**config.mk**
```make
export PLATFORM = sky130hd
export DESIGN_NAME = mts_core
export DESIGN_NICKNAME = d
export VERILOG_FILES = /design/src/mts_pkg.sv /design/src/mts_core.sv
export SDC_FILE = /design/constraint.sdc
export NUM_CORES = 1
export LEC_CHECK = 0
export BUFFER_PORTS_ARGS = -buffer_cell sky130_fd_sc_hd__buf_2
export CAP_MARGIN = 10
export CORE_ASPECT_RATIO = 0.7
export CORE_MARGIN = 1.5
export CORE_UTILIZATION = 53
export DETAILED_ROUTE_END_ITERATION = 10
export PLACE_DENSITY = 0.95
export SLEW_MARGIN = 0
export SYNTH_ARGS = -nofsm -noshare
export SYNTH_HDL_FRONTEND = slang
export SYNTH_SLANG_ARGS = --single-unit
```
**constraint.sdc**
```tcl
create_clock -name vclk -period 4.65
set_input_delay 0.465 -clock vclk [all_inputs]
set_output_delay 0.465 -clock vclk [all_outputs]
set_load 0.01 [all_outputs]
```
**src/mts_pkg.sv**
```systemverilog
`timescale 1ns / 1ps
package mts_pkg;

	localparam int VAL_W  = 32;
	localparam int ENT_W  = 34;
	localparam int FILL_W = 9;

	typedef logic signed [VAL_W-1:0] value_t;
	typedef logic signed [ENT_W-1:0] entry_t;
	typedef logic [1:0]              req_code_t;
	typedef logic [1:0]              status_t;
	typedef logic [FILL_W-1:0]       fill_t;

	// Request codes. The fourth code is a no-op that reports the unchanged state.
	localparam req_code_t REQ_PUSH = 2'd0;
	localparam req_code_t REQ_POP  = 2'd1;
	localparam req_code_t REQ_PEEK = 2'd2;
	localparam req_code_t REQ_NOP  = 2'd3;

	localparam status_t ST_OK    = 2'd0;
	localparam status_t ST_EMPTY = 2'd1;
	localparam status_t ST_FULL  = 2'd2;

	typedef struct packed {
		status_t status;
		value_t  out_value;
		value_t  min_value;
		logic    is_empty;
		fill_t   fill_count;
	} rsp_t;

endpackage

```
**src/mts_core.sv**
```systemverilog
`timescale 1ns / 1ps
module mts_core #(
	parameter int STACK_DEPTH = 256
) (
	input  mts_pkg::req_code_t                 req_type,
	input  mts_pkg::value_t                    push_value,
	input  logic [$clog2(STACK_DEPTH+1)-1:0]   count,
	input  mts_pkg::entry_t                    top,
	input  mts_pkg::entry_t                    below,
	input  mts_pkg::value_t                    cur_min,
	output logic [$clog2(STACK_DEPTH+1)-1:0]   count_next,
	output mts_pkg::entry_t                    top_next,
	output mts_pkg::value_t                    min_next,
	output logic                               wr_en,
	output logic [$clog2(STACK_DEPTH)-1:0]     wr_addr,
	output mts_pkg::entry_t                    wr_data,
	output mts_pkg::rsp_t                      rsp
);
	import mts_pkg::*;

	localparam int CW = $clog2(STACK_DEPTH + 1);
	localparam int AW = $clog2(STACK_DEPTH);

	logic          empty;
	logic          full;
	entry_t        min_e;
	entry_t        x_e;
	entry_t        push_enc;
	entry_t        pop_restore;
	logic          top_encoded;
	value_t        top_decoded;
	logic [CW-1:0] count_dec;

	assign empty       = (count == '0);
	assign full        = (count == CW'(STACK_DEPTH));
	assign min_e       = ENT_W'(cur_min);
	assign x_e         = ENT_W'(push_value);
	assign push_enc    = (x_e <<< 1) - min_e;
	assign pop_restore = (min_e <<< 1) - top;
	// An entry below the minimum marks a push that lowered the minimum.
	assign top_encoded = (top < min_e);
	assign top_decoded = top_encoded ? cur_min : top[VAL_W-1:0];
	assign count_dec   = count - CW'(1);

	assign wr_addr = count_dec[AW-1:0];
	assign wr_data = top;

	always_comb begin
		count_next    = count;
		top_next      = top;
		min_next      = cur_min;
		wr_en         = 1'b0;
		rsp.status    = ST_OK;
		rsp.out_value = '0;
		case (req_type)
			REQ_PUSH: begin
				if (full) begin
					rsp.status = ST_FULL;
				end else if (empty) begin
					top_next   = x_e;
					min_next   = push_value;
					count_next = CW'(1);
				end else begin
					// The old top moves down into the memory.
					wr_en      = 1'b1;
					count_next = count + CW'(1);
					if (x_e < min_e) begin
						top_next = push_enc;
						min_next = push_value;
					end else begin
						top_next = x_e;
					end
				end
			end
			REQ_POP: begin
				if (empty) begin
					rsp.status = ST_EMPTY;
				end else begin
					rsp.out_value = top_decoded;
					count_next    = count_dec;
					top_next      = below;
					if (count_dec == '0) begin
						min_next = '0;
					end else if (top_encoded) begin
						min_next = pop_restore[VAL_W-1:0];
					end
				end
			end
			REQ_PEEK: begin
				if (empty) begin
					rsp.status = ST_EMPTY;
				end else begin
					rsp.out_value = top_decoded;
				end
			end
			default: begin
			end
		endcase
		rsp.is_empty   = (count_next == '0);
		rsp.min_value  = rsp.is_empty ? '0 : min_next;
		rsp.fill_count = FILL_W'(count_next);
	end

endmodule

```
---- Word level (Yosys, flattened, before mapping) ----
Index checks and enable logic that the tools add are counted.
storage, ports and cells
  register bits ........................... 0
  output and inout bits ................... 194
  logic and storage cells ................. 40
cells by class
  add/sub/neg operators ................... 4
  magnitude comparators ................... 2
  eq/ne operators ......................... 3
  mux-type cells .......................... 26
  reduce and logical (&&, ||, !) cells .... 5
operators by type and width
  cell                   number
  $mux W32               10
  $mux W34               4
  $pmux W34 S2           1
  $pmux W32 S2           1
  $lt A34 B32 Y1         1
  $sub A33 B32 Y34       1
  $lt A32 B32 Y1         1
  $sub A32 B32 Y32       1
  $logic_not A9 Y1       3
  $mux W9                3
  $pmux W9 S2            1
  $add A9 B1 Y9 const B  1
  $eq A9 B9 Y1 const B   1
  $sub A9 B1 Y9 const B  1
  $mux W1                4
  $pmux W2 S2            1
  $eq A2 B1 Y1 const B   1
  $eq A2 B2 Y1 const B   1
  $logic_not A2 Y1       1
  $mux W2                1
  $reduce_or A2 Y1       1

---- Logic depth before layout (Yosys ltp) ----
  word-level depth ........................ 6
  gate-level depth with buffers ........... 16
  mapped depth without buffers ............ 13

---- Worst setup path before layout ----
OpenSTA, ideal clock, no wires.
  path kind ............................... input-to-output
  start ................................... in count[1]
  end ..................................... out rsp[28] (netlist name)
  arrival ................................. 3,432 ps
  data required time ...................... 4,185 ps
  slack ................................... 753 ps
  stages .................................. 16
  buffers on the path ..................... 3
  cells stage by stage .................... clkbuf_1 inv_1 ha_1 nand2b_1 nor3_4 inv_2 buf_1 ha_1 nand2_1 o221ai_1 nor3_1 and4bb_1 buf_4 inv_2 and3_1 a311o_1
RTL lines
  what             RTL line        source
  start, declared  mts_core.sv:7   input logic [$clog2(STACK_DEPTH+1)-1:0] count,
  end, declared    mts_core.sv:17  output mts_pkg::rsp_t rsp

==> parameters.txt <==
Parameter                              Value

Route
  Overall routed net length ... approximately 40000 µm
  Number of violations reported at the end of detailed-routing iteration 0 ... 1436
  Total via count in the routed design ... approximately 12000
  Number of routed nets with antenna violations ... 0
  Average detailed-routed wire length per instance ... around 22 µm
  Number of iterations in the first detailed-routing pass ... 6
  DRC errors left ... 0
  Number of vias per cell ... approximately 6.5

Clock network
  Number of hold-repair buffers added at the cts stage ... 0
  Total setup buffers inserted after CTS ... 0
  Number of gates resized after cts ... 0

Power
  Clock share of power ... 0%
  Int Power ... roughly 0.64 mW
  Sequential share of power ... 0%
  Combinational share of power ... 100.0%
  Cell area power density ... about 160 nW/µm²
  Net Switching ... just over 1 mW
  Leakage power total ... 5.45 nW
  Net Sw Frac ... between 60% and 70%
  Highest ir drop seen on vdd ... around 0.0001 V

STA
  Slew margin rel. ... a little under a fifth
  Final worst-path setup slack ... 174 ps
  Setup repair after global routing missed its margin ... no
  Number of slew-limit violations in the final report ... 0
  Hold Vio Cnt, Final ... 0
  Final critical path time including I/O delays and setup ... 4480 ps
  Least-Margin Pin Slew ... roughly 1200 ps
  Sum of negative setup slack ... 0 ps
  Post-route clock period utilization ... 96.3%
  Final setup violation count ... 0
  Max Fclk ... ~220 MHz

Layout
  Final Instance Count excl. Fillers ... about 1800
  Clock Buffer Count ... 0
  Fraction of layout instances using a drive strength above 1 ... between 20% and 30%
  Synth-to-layout area growth ... 19.5%
  Multi-input gate area in the final layout ... around 7800 µm²
  Nets@finish ... approximately 1900
  Count of antenna diodes in the layout ... 0
  Combined flip-flop and latch cell area ... 0 µm²
  Post-route cell area ... about 10000 µm²
  Post-route core utilization ... about two thirds
  Layout fillers ... between 1500 and 2000
  Seq cells ... 0

Worst setup path
  Max Fanout on Critical Path ... 12
  Critical path class ... input pin to output port
  Critical Path Sink Type ... output port
  Critical path data arrival time ... approximately 4000 ps
  CP startpoint ... count[1]
  Critical path destination ... rsp[28]
  Required time of the worst setup path ... about 4200 ps
  Launching element type of the critical path ... input pin

Min path
  Min-delay worst type ... input pin to output port
  Hold Path Depth ... 2

Yosys
  Post-synth top area cell ... sky130_fd_sc_hd__ha_1
  Post-synthesis average cell area ... between 6 and 7 µm²
  Gate count of the mapped netlist ... between 1000 and 1500
  Synth warn ... 0
  Cell types with the highest counts after synthesis ... 156 x sky130_fd_sc_hd__a21oi_1, 133 x sky130_fd_sc_hd__nor2_1, 132 x sky130_fd_sc_hd__ha_1
  Fraction of synthesized cell area taken by the top area cell type ... 19.0%
  Synth Net Count ... 1628
  Unique cell type count in the Yosys netlist ... 74
  Seq/Total Area, Yosys ... 0%
  Top-count cell post-synth ... sky130_fd_sc_hd__a21oi_1
  Synthesized area ... about 8700 µm²
  Most area-consuming cells after synthesis ... sky130_fd_sc_hd__ha_1 19%, sky130_fd_sc_hd__a21oi_1 9.0%, sky130_fd_sc_hd__o21ai_0 5.8%

Global route
  Total global-route track usage ... a little over two fifths
  Antenna violations before repair ... 0
  Number of global-route vias before repair ... about 11000
  Global-route wire length before repair ... roughly 58000 µm
  Largest net degree at the start of global routing ... 42
  Residual overflow from global routing ... 0

Placed design
  DP Wirelength ... between 30000 and 40000 µm
  Number of input and output port buffers inserted ... between 300 and 400
  Placement-stage worst setup slack ... about 430 ps
  RD Place Congestion ... between 1 and 1.5
  Number of instances in the placed design ... between 1500 and 2000
  Post-Place Cell Area ... between 10000 and 15000 µm²

Floorplanning
  Count of pins on the block boundary ... between 300 and 400
  Die Y-Extent ... ~110 µm
  Die X-Extent ... about 160 µm
  Placeable core area ... approximately 16000 µm²
  Area enclosed by the die boundary ... 17200 µm²
  Starting density of the core ... approximately 55%
  FP Rows ... 38

Run status
  Status ... finished clean

Job
  # Max-Cap Violations ... 0
-- layout by cell type, fill, tap and decap left out, types with 4 or more instances in the layout --
| master | instances |
|---|---|
| sky130_fd_sc_hd__mux2_2 | 6 |
| sky130_fd_sc_hd__o221ai_1 | 4 |
| sky130_fd_sc_hd__nand4_1 | 16 |
| sky130_fd_sc_hd__o31ai_1 | 7 |
| sky130_fd_sc_hd__mux2i_1 | 18 |
| sky130_fd_sc_hd__a311o_1 | 4 |
| sky130_fd_sc_hd__a22oi_1 | 43 |
| sky130_fd_sc_hd__nor4_1 | 21 |
| sky130_fd_sc_hd__buf_2 | 337 |
| sky130_fd_sc_hd__and4_1 | 4 |
| sky130_fd_sc_hd__o21ai_0 | 101 |
| sky130_fd_sc_hd__nand3_1 | 36 |
| sky130_fd_sc_hd__o21bai_1 | 5 |
| sky130_fd_sc_hd__a21o_1 | 45 |
| sky130_fd_sc_hd__o31a_1 | 6 |
| sky130_fd_sc_hd__xnor2_1 | 32 |
| sky130_fd_sc_hd__o211a_1 | 5 |
| sky130_fd_sc_hd__buf_4 | 39 |
| sky130_fd_sc_hd__a31oi_1 | 38 |
| sky130_fd_sc_hd__nand2_1 | 99 |
| sky130_fd_sc_hd__nand2b_1 | 15 |
| sky130_fd_sc_hd__and3_1 | 8 |
| sky130_fd_sc_hd__nor2_1 | 133 |
| sky130_fd_sc_hd__inv_1 | 94 |
| sky130_fd_sc_hd__a21oi_1 | 156 |
| sky130_fd_sc_hd__or3_1 | 7 |
| sky130_fd_sc_hd__or2_2 | 4 |
| sky130_fd_sc_hd__a211oi_1 | 9 |
| sky130_fd_sc_hd__o211ai_1 | 7 |
| sky130_fd_sc_hd__a221oi_1 | 8 |
| sky130_fd_sc_hd__and2_1 | 11 |
| sky130_fd_sc_hd__a22o_1 | 8 |
| sky130_fd_sc_hd__a221o_1 | 12 |
| sky130_fd_sc_hd__nor2b_1 | 11 |
| sky130_fd_sc_hd__xor2_1 | 28 |
| sky130_fd_sc_hd__o22ai_1 | 4 |
| sky130_fd_sc_hd__ha_1 | 132 |
| sky130_fd_sc_hd__o21a_1 | 17 |
| sky130_fd_sc_hd__nor3_1 | 28 |
-- per-layer routing --
| metal | global-route usage, % | routed length, µm |
|---|---|---|
| met4 | 18.5 | 1890 |
| met3 | 11.1 | 5370 |
| met5 | 0 | 0 |
| met1 | 57.7 | 16300 |
| met2 | 68.0 | 16400 |
-- through the flow --
step	hold slack [ps]	total power [mW]
6_report	1210	1.66
4_1_cts	1210	1.61
5_1_grt	1210	1.79
3_3_place_gp	1210	1.59
2_1_floorplan	991	1.04
3_5_place_dp	1210	1.60
-- power groups by stage --
stage	logic, mW	registers, mW	clock network [mW]
after global routing	1.79	0	0
after detailed placement	1.60	0	0
final	1.66	0	0
after CTS	1.61	0	0
after global placement	1.59	0	0
after floorplan	1.04	0	0
-- cell type report --
type                            instances  share of cell area, %
Inverter                               97                   3.51
Multi-Input combinational cell       1143                   74.7
Tap cell                              220                   2.65
Timing Repair Buffer                  376                   19.1
-- worst max-delay path, stage by stage --
cell and delay, ps:
sky130_fd_sc_hd__buf_2 190, sky130_fd_sc_hd__inv_1 140, sky130_fd_sc_hd__ha_1 200, sky130_fd_sc_hd__nand2b_1 210, sky130_fd_sc_hd__nor3_4 290, sky130_fd_sc_hd__inv_2 150, sky130_fd_sc_hd__a211o_1 290, sky130_fd_sc_hd__a32oi_1 450
sky130_fd_sc_hd__and4b_1 300, sky130_fd_sc_hd__and4bb_1 450, sky130_fd_sc_hd__buf_4 290, sky130_fd_sc_hd__nor3_1 60, sky130_fd_sc_hd__a311o_1 350, sky130_fd_sc_hd__buf_2 150
-- logic make-up (layout without fill, tap and decap cells) --
| kind of cell | count (synthesis) | after routing | share of synthesized area (%) |
|---|---|---|---|
| XOR/XNOR | 60 | 60 | 6.05 |
| AND/OR/NAND/NOR | 407 | 407 | 22.3 |
| multiplexers | 24 | 24 | 2.85 |
| AO/OA/AOI/OAI | 518 | 518 | 38.3 |
| buffers and inverters | 208 | 473 | 11.0 |
| adder cells (fa/ha/maj) | 134 | 134 | 19.5 |
-- how the worst min path moves through the flow --
stage                     startpoint          end  slack (ps)
after global placement        top[5]   wr_data[5]        1210
after detailed placement      top[3]   wr_data[3]        1210
after floorplan             count[0]   wr_addr[0]         990
after global routing          top[3]   wr_data[3]        1210
final                        top[20]  wr_data[20]        1210
after CTS                     top[3]   wr_data[3]        1210
(Power assumes the default switching activity.)
